==> src/hdl/bwf_pkg.sv <==
package bwf_pkg;

  // request kinds
  localparam logic REQ_LOAD  = 1'b0;
  localparam logic REQ_ALLOC = 1'b1;

  // fit policies
  localparam logic POL_BEST  = 1'b0;
  localparam logic POL_WORST = 1'b1;

  // result status codes
  localparam logic [1:0] ST_ALLOC  = 2'd0;
  localparam logic [1:0] ST_NOFIT  = 2'd1;
  localparam logic [1:0] ST_LOADED = 2'd2;

  // fixed field widths
  localparam int SIZE_W = 32;
  localparam int SLOT_W = 5;
  localparam int PORT_ADDR_W = 32;

  // commands from the controller to the datapath
  typedef struct packed {
    logic capture;   // latch the accepted beat, clear the pick
    logic cnt_clr;   // restart the slot counter
    logic clr_wr;    // write an empty entry at the counter
    logic scan_rd;   // read the entry at the counter
    logic do_load;   // write the loaded slot and post its result
    logic do_alloc;  // write back the picked slot and post the result
  } cmd_t;

  // status from the datapath to the controller
  typedef struct packed {
    logic cnt_last;  // counter sits on the last slot
    logic out_free;  // result register can take a new beat
  } sts_t;

endpackage

==> src/hdl/best_worst_fit_block_allocator.sv <==
// Free block allocator with best fit and worst fit policies.
// Input channel (in_*): one beat is a load (writes one table slot with a start
// and a size, size zero empties the slot) or an allocate (asks for in_req_size
// under in_fit_policy). Result channel (out_*): exactly one beat per input beat,
// in order, carrying a status, the granted start and the granted size.
// Both channels use valid/stall; a beat moves when valid is high and stall low.
// Sequence: a load writes its slot and posts its result from S_LOAD; an
// allocate reads every slot through the single table read port, one per
// cycle, passes S_DRAIN and posts its result from S_FINISH. Both wait while
// the result register is held. The next beat is taken only after the result
// is posted, so a new beat is never taken while the last is in progress.
// Reset: a clearing pass writes every slot empty, one slot per cycle, with
// in_stall high. After that the table holds no free blocks.
// Receiver stall: the result sits in an output register; a new beat is still
// accepted, but its result waits until the held one has been taken.
module best_worst_fit_block_allocator #(
  parameter int ENTRIES   = 32,
  parameter int ADDR_BITS = 32
) (
  input  logic                            clk,
  input  logic                            rst_n,
  input  logic                            in_valid,
  output logic                            in_stall,
  input  logic                            in_req_type,
  input  logic                            in_fit_policy,
  input  logic [bwf_pkg::SIZE_W-1:0]      in_req_size,
  input  logic [bwf_pkg::SLOT_W-1:0]      in_slot_index,
  input  logic [bwf_pkg::PORT_ADDR_W-1:0] in_block_start,
  output logic                            out_valid,
  input  logic                            out_stall,
  output logic [1:0]                      out_status,
  output logic [bwf_pkg::PORT_ADDR_W-1:0] out_granted_start,
  output logic [bwf_pkg::SIZE_W-1:0]      out_granted_size
);
  import bwf_pkg::*;

  cmd_t cmd;
  sts_t sts;

  // sequencer
  bwf_ctrl u_ctrl (
    .clk         (clk),
    .rst_n       (rst_n),
    .in_valid    (in_valid),
    .in_req_type (in_req_type),
    .in_stall    (in_stall),
    .sts         (sts),
    .cmd         (cmd)
  );

  // table, scan compare and result register
  bwf_dpath #(
    .ENTRIES   (ENTRIES),
    .ADDR_BITS (ADDR_BITS)
  ) u_dpath (
    .clk               (clk),
    .rst_n             (rst_n),
    .cmd               (cmd),
    .sts               (sts),
    .in_fit_policy     (in_fit_policy),
    .in_req_size       (in_req_size),
    .in_slot_index     (in_slot_index),
    .in_block_start    (in_block_start),
    .out_valid         (out_valid),
    .out_stall         (out_stall),
    .out_status        (out_status),
    .out_granted_start (out_granted_start),
    .out_granted_size  (out_granted_size)
  );

  // one beat at a time in flight
  a_single_accept: assert property (@(posedge clk) disable iff (!rst_n)
    (in_valid && !in_stall) |=> in_stall)
    else $error("input accepted twice in a row");

  // a result never overwrites one still held by the receiver
  a_no_overwrite: assert property (@(posedge clk) disable iff (!rst_n)
    (cmd.do_load || cmd.do_alloc) |-> (!out_valid || !out_stall))
    else $error("result posted over a stalled beat");

  // the table port serves one user per cycle
  a_port_exclusive: assert property (@(posedge clk) disable iff (!rst_n)
    $onehot0({cmd.clr_wr, cmd.scan_rd, cmd.do_load, cmd.do_alloc}))
    else $error("table port conflict");

  // only a grant carries a start and a size
  a_zero_unless_grant: assert property (@(posedge clk) disable iff (!rst_n)
    (out_valid && out_status != ST_ALLOC) |->
      (out_granted_start == '0 && out_granted_size == '0 &&
       (out_status == ST_NOFIT || out_status == ST_LOADED)))
    else $error("bad non-grant result");

endmodule

==> src/hdl/bwf_ctrl.sv <==
module bwf_ctrl (
  input  logic          clk,
  input  logic          rst_n,
  input  logic          in_valid,
  input  logic          in_req_type,
  output logic          in_stall,
  input  bwf_pkg::sts_t sts,
  output bwf_pkg::cmd_t cmd
);
  import bwf_pkg::*;

  typedef enum logic [5:0] {
    S_CLEAR  = 6'b000001,
    S_IDLE   = 6'b000010,
    S_LOAD   = 6'b000100,
    S_SCAN   = 6'b001000,
    S_DRAIN  = 6'b010000,
    S_FINISH = 6'b100000
  } state_t;

  state_t state_r;
  state_t state_nxt;

  // next state and commands
  always_comb begin
    state_nxt = state_r;
    cmd       = '0;
    in_stall  = 1'b1;
    case (state_r)
      S_CLEAR: begin
        cmd.clr_wr = 1'b1;
        if (sts.cnt_last) begin
          cmd.cnt_clr = 1'b1;
          state_nxt   = S_IDLE;
        end
      end
      S_IDLE: begin
        in_stall = 1'b0;
        if (in_valid) begin
          cmd.capture = 1'b1;
          cmd.cnt_clr = 1'b1;
          state_nxt   = (in_req_type == REQ_ALLOC) ? S_SCAN : S_LOAD;
        end
      end
      S_LOAD: begin
        if (sts.out_free) begin
          cmd.do_load = 1'b1;
          state_nxt   = S_IDLE;
        end
      end
      S_SCAN: begin
        cmd.scan_rd = 1'b1;
        if (sts.cnt_last) begin
          cmd.cnt_clr = 1'b1;
          state_nxt   = S_DRAIN;
        end
      end
      S_DRAIN: begin
        state_nxt = S_FINISH;
      end
      S_FINISH: begin
        if (sts.out_free) begin
          cmd.do_alloc = 1'b1;
          state_nxt    = S_IDLE;
        end
      end
      default: begin
        state_nxt = S_IDLE;
      end
    endcase
  end

  // state register
  always_ff @(posedge clk) begin
    if (!rst_n) begin
      state_r <= S_CLEAR;
    end else begin
      state_r <= state_nxt;
    end
  end

endmodule

==> src/hdl/bwf_dpath.sv <==
module bwf_dpath #(
  parameter int ENTRIES   = 32,
  parameter int ADDR_BITS = 32
) (
  input  logic                            clk,
  input  logic                            rst_n,
  input  bwf_pkg::cmd_t                   cmd,
  output bwf_pkg::sts_t                   sts,
  input  logic                            in_fit_policy,
  input  logic [bwf_pkg::SIZE_W-1:0]      in_req_size,
  input  logic [bwf_pkg::SLOT_W-1:0]      in_slot_index,
  input  logic [bwf_pkg::PORT_ADDR_W-1:0] in_block_start,
  output logic                            out_valid,
  input  logic                            out_stall,
  output logic [1:0]                      out_status,
  output logic [bwf_pkg::PORT_ADDR_W-1:0] out_granted_start,
  output logic [bwf_pkg::SIZE_W-1:0]      out_granted_size
);
  import bwf_pkg::*;

  localparam int IDX_W = $clog2(ENTRIES);

  // free block table
  logic [ADDR_BITS-1:0] mem_start [ENTRIES];
  logic [SIZE_W-1:0]    mem_size  [ENTRIES];

  // captured beat
  logic                 policy_r;
  logic [SIZE_W-1:0]    size_r;
  logic [SLOT_W-1:0]    slot_r;
  logic [PORT_ADDR_W-1:0] bstart_r;

  // slot counter and registered read
  logic [IDX_W-1:0]     cnt_r;
  logic                 rd_vld_r;
  logic [IDX_W-1:0]     rd_idx_r;
  logic [ADDR_BITS-1:0] rd_start_r;
  logic [SIZE_W-1:0]    rd_size_r;

  // running pick
  logic                 found_r;
  logic [IDX_W-1:0]     pick_idx_r;
  logic [ADDR_BITS-1:0] pick_start_r;
  logic [SIZE_W-1:0]    pick_size_r;

  // result register
  logic                   out_valid_r;
  logic [1:0]             out_status_r;
  logic [PORT_ADDR_W-1:0] out_gstart_r;
  logic [SIZE_W-1:0]      out_gsize_r;

  logic                 hit;
  logic                 exact;
  logic                 slot_ok;
  logic [31:0]          slot_ext;
  logic [63:0]          bstart_ext;
  logic [63:0]          size_ext;
  logic [63:0]          pstart_ext;
  logic                 we;
  logic [IDX_W-1:0]     waddr;
  logic [ADDR_BITS-1:0] wstart;
  logic [SIZE_W-1:0]    wsize;

  assign sts.cnt_last = (cnt_r == IDX_W'(ENTRIES - 1));
  assign sts.out_free = !out_valid_r || !out_stall;

  assign slot_ext   = 32'(slot_r);
  assign slot_ok    = (slot_ext < 32'(ENTRIES));
  assign bstart_ext = 64'(bstart_r);
  assign size_ext   = 64'(size_r);
  assign pstart_ext = 64'(pick_start_r);
  assign exact      = (pick_size_r == size_r);

  // candidate test on the entry just read
  assign hit = rd_vld_r && (rd_size_r != '0) && (rd_size_r >= size_r) &&
               (!found_r ||
                (policy_r == POL_BEST  && rd_size_r < pick_size_r) ||
                (policy_r == POL_WORST && rd_size_r > pick_size_r));

  // single write port select
  always_comb begin
    we     = 1'b0;
    waddr  = cnt_r;
    wstart = '0;
    wsize  = '0;
    if (cmd.clr_wr) begin
      we = 1'b1;
    end else if (cmd.do_load) begin
      we     = slot_ok;
      waddr  = slot_ext[IDX_W-1:0];
      wstart = bstart_ext[ADDR_BITS-1:0];
      wsize  = size_r;
    end else if (cmd.do_alloc) begin
      we    = found_r;
      waddr = pick_idx_r;
      if (exact) begin
        wstart = pick_start_r;
        wsize  = '0;
      end else begin
        wstart = pick_start_r + size_ext[ADDR_BITS-1:0];
        wsize  = pick_size_r - size_r;
      end
    end
  end

  // table write and scan read
  always_ff @(posedge clk) begin
    if (we) begin
      mem_start[waddr] <= wstart;
      mem_size[waddr]  <= wsize;
    end
    if (cmd.scan_rd) begin
      rd_start_r <= mem_start[cnt_r];
      rd_size_r  <= mem_size[cnt_r];
    end
    rd_idx_r <= cnt_r;
  end

  // slot counter and read valid
  always_ff @(posedge clk) begin
    if (!rst_n) begin
      cnt_r    <= '0;
      rd_vld_r <= 1'b0;
    end else begin
      rd_vld_r <= cmd.scan_rd;
      if (cmd.cnt_clr) begin
        cnt_r <= '0;
      end else if (cmd.clr_wr || cmd.scan_rd) begin
        cnt_r <= cnt_r + 1'b1;
      end
    end
  end

  // beat capture
  always_ff @(posedge clk) begin
    if (cmd.capture) begin
      policy_r <= in_fit_policy;
      size_r   <= in_req_size;
      slot_r   <= in_slot_index;
      bstart_r <= in_block_start;
    end
  end

  // pick tracking
  always_ff @(posedge clk) begin
    if (!rst_n) begin
      found_r <= 1'b0;
    end else if (cmd.capture) begin
      found_r <= 1'b0;
    end else if (hit) begin
      found_r <= 1'b1;
    end
  end

  always_ff @(posedge clk) begin
    if (hit) begin
      pick_idx_r   <= rd_idx_r;
      pick_start_r <= rd_start_r;
      pick_size_r  <= rd_size_r;
    end
  end

  // result register
  always_ff @(posedge clk) begin
    if (!rst_n) begin
      out_valid_r <= 1'b0;
    end else if (cmd.do_load || cmd.do_alloc) begin
      out_valid_r <= 1'b1;
    end else if (!out_stall) begin
      out_valid_r <= 1'b0;
    end
  end

  always_ff @(posedge clk) begin
    if (cmd.do_load) begin
      out_status_r <= ST_LOADED;
      out_gstart_r <= '0;
      out_gsize_r  <= '0;
    end else if (cmd.do_alloc) begin
      if (found_r) begin
        out_status_r <= ST_ALLOC;
        out_gstart_r <= pstart_ext[PORT_ADDR_W-1:0];
        out_gsize_r  <= size_r;
      end else begin
        out_status_r <= ST_NOFIT;
        out_gstart_r <= '0;
        out_gsize_r  <= '0;
      end
    end
  end

  assign out_valid         = out_valid_r;
  assign out_status        = out_status_r;
  assign out_granted_start = out_gstart_r;
  assign out_granted_size  = out_gsize_r;

endmodule

==> config.mk <==
export PLATFORM = sky130hd
export DESIGN_NAME = best_worst_fit_block_allocator
export DESIGN_NICKNAME = d
export VERILOG_FILES = /design/src/hdl/bwf_pkg.sv /design/src/hdl/best_worst_fit_block_allocator.sv /design/src/hdl/bwf_ctrl.sv /design/src/hdl/bwf_dpath.sv
export SDC_FILE = /design/constraint.sdc
export NUM_CORES = 2
export LEC_CHECK = 0
export ABC_CLOCK_PERIOD_IN_PS = 8800
export BUFFER_PORTS_ARGS = -buffer_cell sky130_fd_sc_hd__buf_4
export CORE_MARGIN = 10
export CORE_UTILIZATION = 50
export DETAILED_ROUTE_END_ITERATION = 6
export MAX_ROUTING_LAYER = met4
export PLACE_DENSITY_LB_ADDON = 0.2
export SLEW_MARGIN = 20
export SYNTH_ARGS = -nofsm -noshare
export SYNTH_HDL_FRONTEND = slang
export SYNTH_HIERARCHICAL = 1
export SYNTH_SLANG_ARGS = --single-unit
==> constraint.sdc <==
create_clock -name clk -period 8.8 [get_ports clk]
set_input_delay 1.76 -clock clk [delete_from_list [all_inputs] [get_ports clk]]
set_output_delay 1.76 -clock clk [all_outputs]
set_load 0.05 [all_outputs]
After elaboration in Yosys (flattened, before gate mapping)
Memory sizes are Yosys's and may differ from the RTL's. A register that Yosys moved wholly into a read port is not among the register bits.
Cells that the tools add are included.
Storage, ports and cells
  RAM bits: 2048
  output and inout bits: 68
  flip-flop bits (word level): 224
  word-level logic and storage cells: 96
  memories kept: 2
  bits of input ports: 75
Memory list
  u_dpath.mem_size: depth 32, width 32, rd ports 1, clocked after Yosys merged registers in 1, wr ports 1, line bwf_dpath.sv:25  | logic [SIZE_W-1:0] mem_size [ENTRIES];
  u_dpath.mem_start: depth 32, width 32, rd ports 1, clocked after Yosys merged registers in 1, wr ports 1, line bwf_dpath.sv:24  | logic [ADDR_BITS-1:0] mem_start [ENTRIES];
Operators by class
  bitwise gates (word level): 2
  reductions and logical operators: 19
  $add $sub $neg: 3
  muxes and demuxes: 37
  equality and inequality tests: 13
  $lt $le $gt $ge: 4
Operators by type and width (number)
  32-bit 2-to-1 mux: 10
  32-bit adder: 1
  32-bit == test: 1
  32-bit >= comparator: 1
  32-bit greater-than comparator: 1
  32-bit less-than comparator: 1
  32-bit nonzero test: 1
  32-bit subtractor: 1
  6-bit one-hot mux with 5 select lines: 1
  6-bit 2-to-1 mux: 4
  1-bit 2-to-1 mux: 16
  5-bit 2-to-1 mux: 3
  2-bit OR reduction: 4
  6-bit by 1-bit == test with 1-bit output, second input constant: 1
  6-bit by 2-bit == test with 1-bit output, second input constant: 1
  6-bit by 3-bit == test with 1-bit output, second input constant: 1
  6-bit by 4-bit == test with 1-bit output, second input constant: 1
  6-bit by 5-bit == test with 1-bit output, second input constant: 1
  6-bit == test, second input constant: 1
  5-bit by 6-bit less-than comparator with 1-bit output, second input constant: 1
  2-bit != test, second input constant: 3
  5-bit by 1-bit adder with 5-bit output, second input constant: 1
  5-bit == test, second input constant: 1
  1-bit logical AND: 5
  other kinds (8): 16

Longest topological paths before layout
  depth after elaboration: 9
  gate-level depth with buffers: 13
  depth with buffers taken out: 12

Modules after synthesis
The synthesis kept the hierarchy.
Modules (own cells, without submodules)
  bwf_dpath: cells an instance 4279, instances 1, area each 92103.3 µm², sequential area each 69176.3 µm²
  bwf_ctrl: cells an instance 46, instances 1, area each 395.4 µm², sequential area each 120.1 µm²

Worst setup path after synthesis
OpenSTA, ideal clock, no wires.
  path kind: flip-flop to flip-flop
  start point: register u_dpath.pick_size_r[31]
  end point: register u_dpath.pick_idx_r[0], enable pin
  clock period less this slack: 7.391 ns
  buffers on the path: 0
  slack: 1.409 ns
  stages on the path, launching flop included: 9
  setup time: 0.602 ns
  required time: 8.198 ns
  data arrival time: 6.789 ns
  cells stage by stage: edfxtp_1 -> inv_1 -> ha_1 -> nand4_1 -> or2_2 -> nor4_1 -> a21oi_1 -> mux2i_1 -> a21boi_0
Between the ends
  longest elaborated chain between the ends: 5
  elaborated cells between the ends (all ways): 7
  those cells by class: order compare (2); reduce/logical (5)
Ends and longest elaborated chain
  start: declaration: line bwf_dpath.sv:44  | logic [SIZE_W-1:0] pick_size_r;
  start signal: assignment: line bwf_dpath.sv:159  | pick_size_r <= rd_size_r;
  32-bit less-than comparator: line bwf_dpath.sv:77  | (policy_r == POL_BEST && rd_size_r < pick_size_r) ||
  1-bit logical AND: line bwf_dpath.sv:77
  1-bit logical OR: line bwf_dpath.sv:76  | (!found_r ||
  1-bit logical OR (*): line bwf_dpath.sv:77
  1-bit logical AND (*): line bwf_dpath.sv:75  | assign hit = rd_vld_r && (rd_size_r != '0) && (rd_size_r >= size_r) &&
  named net u_dpath.hit: line bwf_dpath.sv:52  | logic hit;
  end signal: assignment: line bwf_dpath.sv:157  | pick_idx_r <= rd_idx_r;
  end: declaration: line bwf_dpath.sv:42  | logic [IDX_W-1:0] pick_idx_r;
The timed path passes the listed nets; every way through them passes the cells marked *.
A chain may end at the register's enable or synchronous reset.

==> results by group <==
Worst setup path
  • Data required time of the worst path: 9.30 ns
  • Max stage delay on crit path: 0.82 ns
  • Worst reg-to-reg path cell count: 12
  • Critical-path top delay cell: nor2_2
  • Arr. time, crit path: 6.42 ns
  • Delay-heaviest family, CP: simple AND/OR/NAND/NOR gates
  • R2r startpoint: u_ctrl/state_r[3]$_SDFFE_PN0P_
  • Critical path type: input pin to flop
  • CP Max Fanout: 33
  • Crit-path cells: buf_4, nand2_1, nand2_1, nor4b_1, buf_4, clkinv_1, nor2_2, nor3_1, nor2_1, nand2_1, nor2_4, buf_4, buf_4
  • CP bufs+invs: 5
  • Instance count on the critical path: 13
  • Most used cell, CP: buf_4
  • Critical path capture point type: flop
  • R2r setup slk: 3.17 ns
  • Critical Path Source Type: input pin
  • Reg2reg end: u_dpath/mem_start[18][12]$_DFFE_PP_

Pwr
  • Pleak: 32.6 nW
  • Pwr/cell area: 254 nW/um2
  • Worst IR drop on VDD: 0.233 mV

Synthesis
  • Synthesized area per cell: 21.4 um2
  • Main combinational cell family by area after synthesis: multiplexers
  • Proportion of synthesized area in mux cells: 16.4%
  • Yosys warnings: 6
  • Mapped Area: 92,500 um2
  • Async SR Flop Fraction: 0%
  • Adder-cell share of the synthesized area: 1.79%
  • Synth Area in Compound Gates: 3.22%
  • Top-area cell type share of the netlist area: 73.1%
  • Number of synthesized flops with an enable pin: 2,251
  • Mapped Nets: 4,531
  • Synth cell types: 80
  • Synth Area in XOR/XNOR: 0.502%
  • Synth area leaders: edfxtp_1 (73%), mux4_2 (16%), dfxtp_1 (1.8%)
  • Top_reg_cell synth: edfxtp_1
  • Synthesized flop and latch total: 2,336
  • Synth area leader: edfxtp_1
  • Post-synthesis simple-gate area fraction: 2.00%
  • Post-synthesis instance total: 4,325
  • Sequential share of the synthesized area: 74.9%

STA
  • Final period utilization: 67.3%
  • Final hold vios: 0
  • Slew @ Worst Pin: 1.18 ns
  • RSZ-0062 raised after global routing: no
  • Final Max Slew Viols: 0
  • Setup TNS: 0 ns
  • Final worst path period need: 5.92 ns
  • Endpoints failing setup: 0
  • Fmax achieved: 169 MHz
  • Worst slew margin: 21.4%
  • Final Skew: 0.0695 ns

Finish
  • Multi-input gate area: 22,600 um2
  • Area delta synth->final: 14.3%
  • Commonest cells after routing, fill and taps aside: edfxtp_1 (2,251), mux4_2 (640), buf_4 (284)
  • Finished Cell Area: 106,000 um2
  • Post-route non-filler standard cell count: 7,323
  • Largest regs: u_dpath/mem_size (1024), u_dpath/mem_start (1024)
  • Register area: 69,300 um2
  • Layout cells sized above 1: 29.9%
  • Commonest non-fill, non-tap cell in the layout: edfxtp_1
  • Layout Nets: 4,867
  • Fill count: 13,455

Clock network
  • CTS clk-pin slew, worst paths: 0.07 ns
  • Number of buffers created by CTS: 226
  • Clk sinks: 2,336
  • Max clock buf depth: 3
  • Worst skew pair latency: 0.89 ns
  • TritonCTS clock tree: done
  • Clock tree root driver cell: clkbuf_16
  • H-tree level count: 4
  • # Post-CTS Setup Buffers: 0
  • CTS Hold Bufs: 0
  • Cts repair resizes: 0

Min path
  • WHS Path Cells: 0
  • HP Class: flop to flop
  • Min-delay src: u_dpath/rd_idx_r[4]$_DFF_P_
  • Hold Path End: u_dpath/pick_idx_r[4]$_DFFE_PP_

Routing
  • DR DRC count: 0
  • DRT Pass-1 Iters: 6
  • Antenna viol nets, final: 0
  • Vias/cell: 6.35
  • Via count: 46,520
  • Initial drt markers: 5,691
  • Met2 Routed Length: 121,000 um
  • Met3 wire length: 18,100 um
  • WL final: 252,000 um
  • Length of routed wiring on met1: 98,600 um
  • Drt wl/cell: 34.3 um
  • Top Metal Used: met4

GRT
  • Global route overflow: 0
  • First-pass GRT wire length: 357,000 um
  • GRT Util Overall: 25.4%
  • Largest net degree at the start of global routing: 109
  • Vias in the first global route: 46,631
  • Initial antenna violation count: 1

Floorplanning
  • Area of the core: 183,000 um2
  • Die W: 450 um
  • Die area: 203,000 um2
  • # IOs: 143
  • Row Count: 157
  • Starting Density: 50.4%
  • Die Ht: 450 um

Outcome
  • Status: finished, final reports clean

Job
  • Max-cap violation count: 0

Placed design
  • Count of input and output buffers: 142
  • Routability cong.: 0.924
  • Post-Place Cells: 6,894
  • Post-DP HPWL: 150,000 um
  • DP Area: 97,800 um2
## kinds of logic after synthesis
group                      after synthesis
AOI/OAI and AO/OA                      435
muxes                                  709
and+or+nand+nor                        379
buffers and inverters                  282
xor gates and xnor gates                53
adders and majority gates              131
DFF                                   2336
## final cells by class
cell class / instances / area share [%]
Antenna cell: 2 / 0.00473
Clock buffer: 265 / 5.57
Clock inverter: 159 / 1.76
Inverter: 84 / 0.301
Multi-Input combinational cell: 1707 / 21.4
Sequential cell: 2336 / 65.6
Tap cell: 2464 / 2.92
Timing Repair Buffer: 306 / 2.47
## stage by stage
stage | total power, mW | hold WS (ns) | setup WS [ns] | util (%)
2_1_floorplan | 15.8 | 0.329 | 1.41 | -
3_3_place_gp | 17.1 | 0.388 | 2.03 | 53.2
3_5_place_dp | 17.2 | 0.396 | 1.99 | 53.3
4_1_cts | 27.1 | 0.412 | 2.88 | 57.5
5_1_grt | 27.8 | 0.422 | 2.68 | 57.6
6_report | 26.9 | 0.410 | 2.88 | 57.6
## metal layers
layer  global-route usage, %  up-vias
met5                       -        -
met4                    11.8        0
met3                    4.33      477
met2                    39.0     2051
met1                    33.4    25078
li1                        -    18914
## worst reg2reg max path, stage by stage (launching register included)
cell	delay [ns]
dfxtp_1	0.40
nor3_2	0.35
nand2_1	0.15
nor4b_1	0.26
buf_4	0.21
clkinv_1	0.52
nor2_2	0.83
nor3_1	0.15
nor2_1	0.17
nand2_1	0.49
nor2_4	0.24
buf_4	0.64
buf_4	0.76
## Yosys cell counts (55+ instances only)
| library cell | count |
|---|---|
| edfxtp_1 | 2251 |
| mux4_2 | 640 |
| clkbuf_1 | 147 |
| nor2_1 | 139 |
| ha_1 | 129 |
| a21oi_1 | 95 |
| dfxtp_1 | 85 |
| inv_1 | 83 |
| nand2_1 | 81 |
| o21ai_0 | 74 |
| mux2_2 | 66 |
| a22o_1 | 57 |
| a21o_1 | 55 |
## power breakdown
group,switching [mW],internal [mW]
sequential,0.202,12.6
clock,4.25,5.73
combinational,2.21,1.85
total,6.66,20.2
## how the worst max path moves through the flow
| stage | from | slack, ns | end |
|---|---|---|---|
| after global placement | out_stall | 2.03 | u_dpath/mem_start[29][30]$_DFFE_PP_ |
| final | out_stall | 2.88 | u_dpath/mem_start[18][12]$_DFFE_PP_ |
| after detailed placement | out_stall | 1.99 | u_dpath/mem_start[11][7]$_DFFE_PP_ |
| after floorplan | u_dpath/pick_size_r[31]$_DFFE_PP_ | 1.41 | u_dpath/pick_idx_r[0]$_DFFE_PP_ |
| after global routing | out_stall | 2.68 | u_dpath/mem_size[8][6]$_DFFE_PP_ |
| after CTS | out_stall | 2.88 | u_dpath/mem_size[11][6]$_DFFE_PP_ |
(Power assumes the default switching activity.)
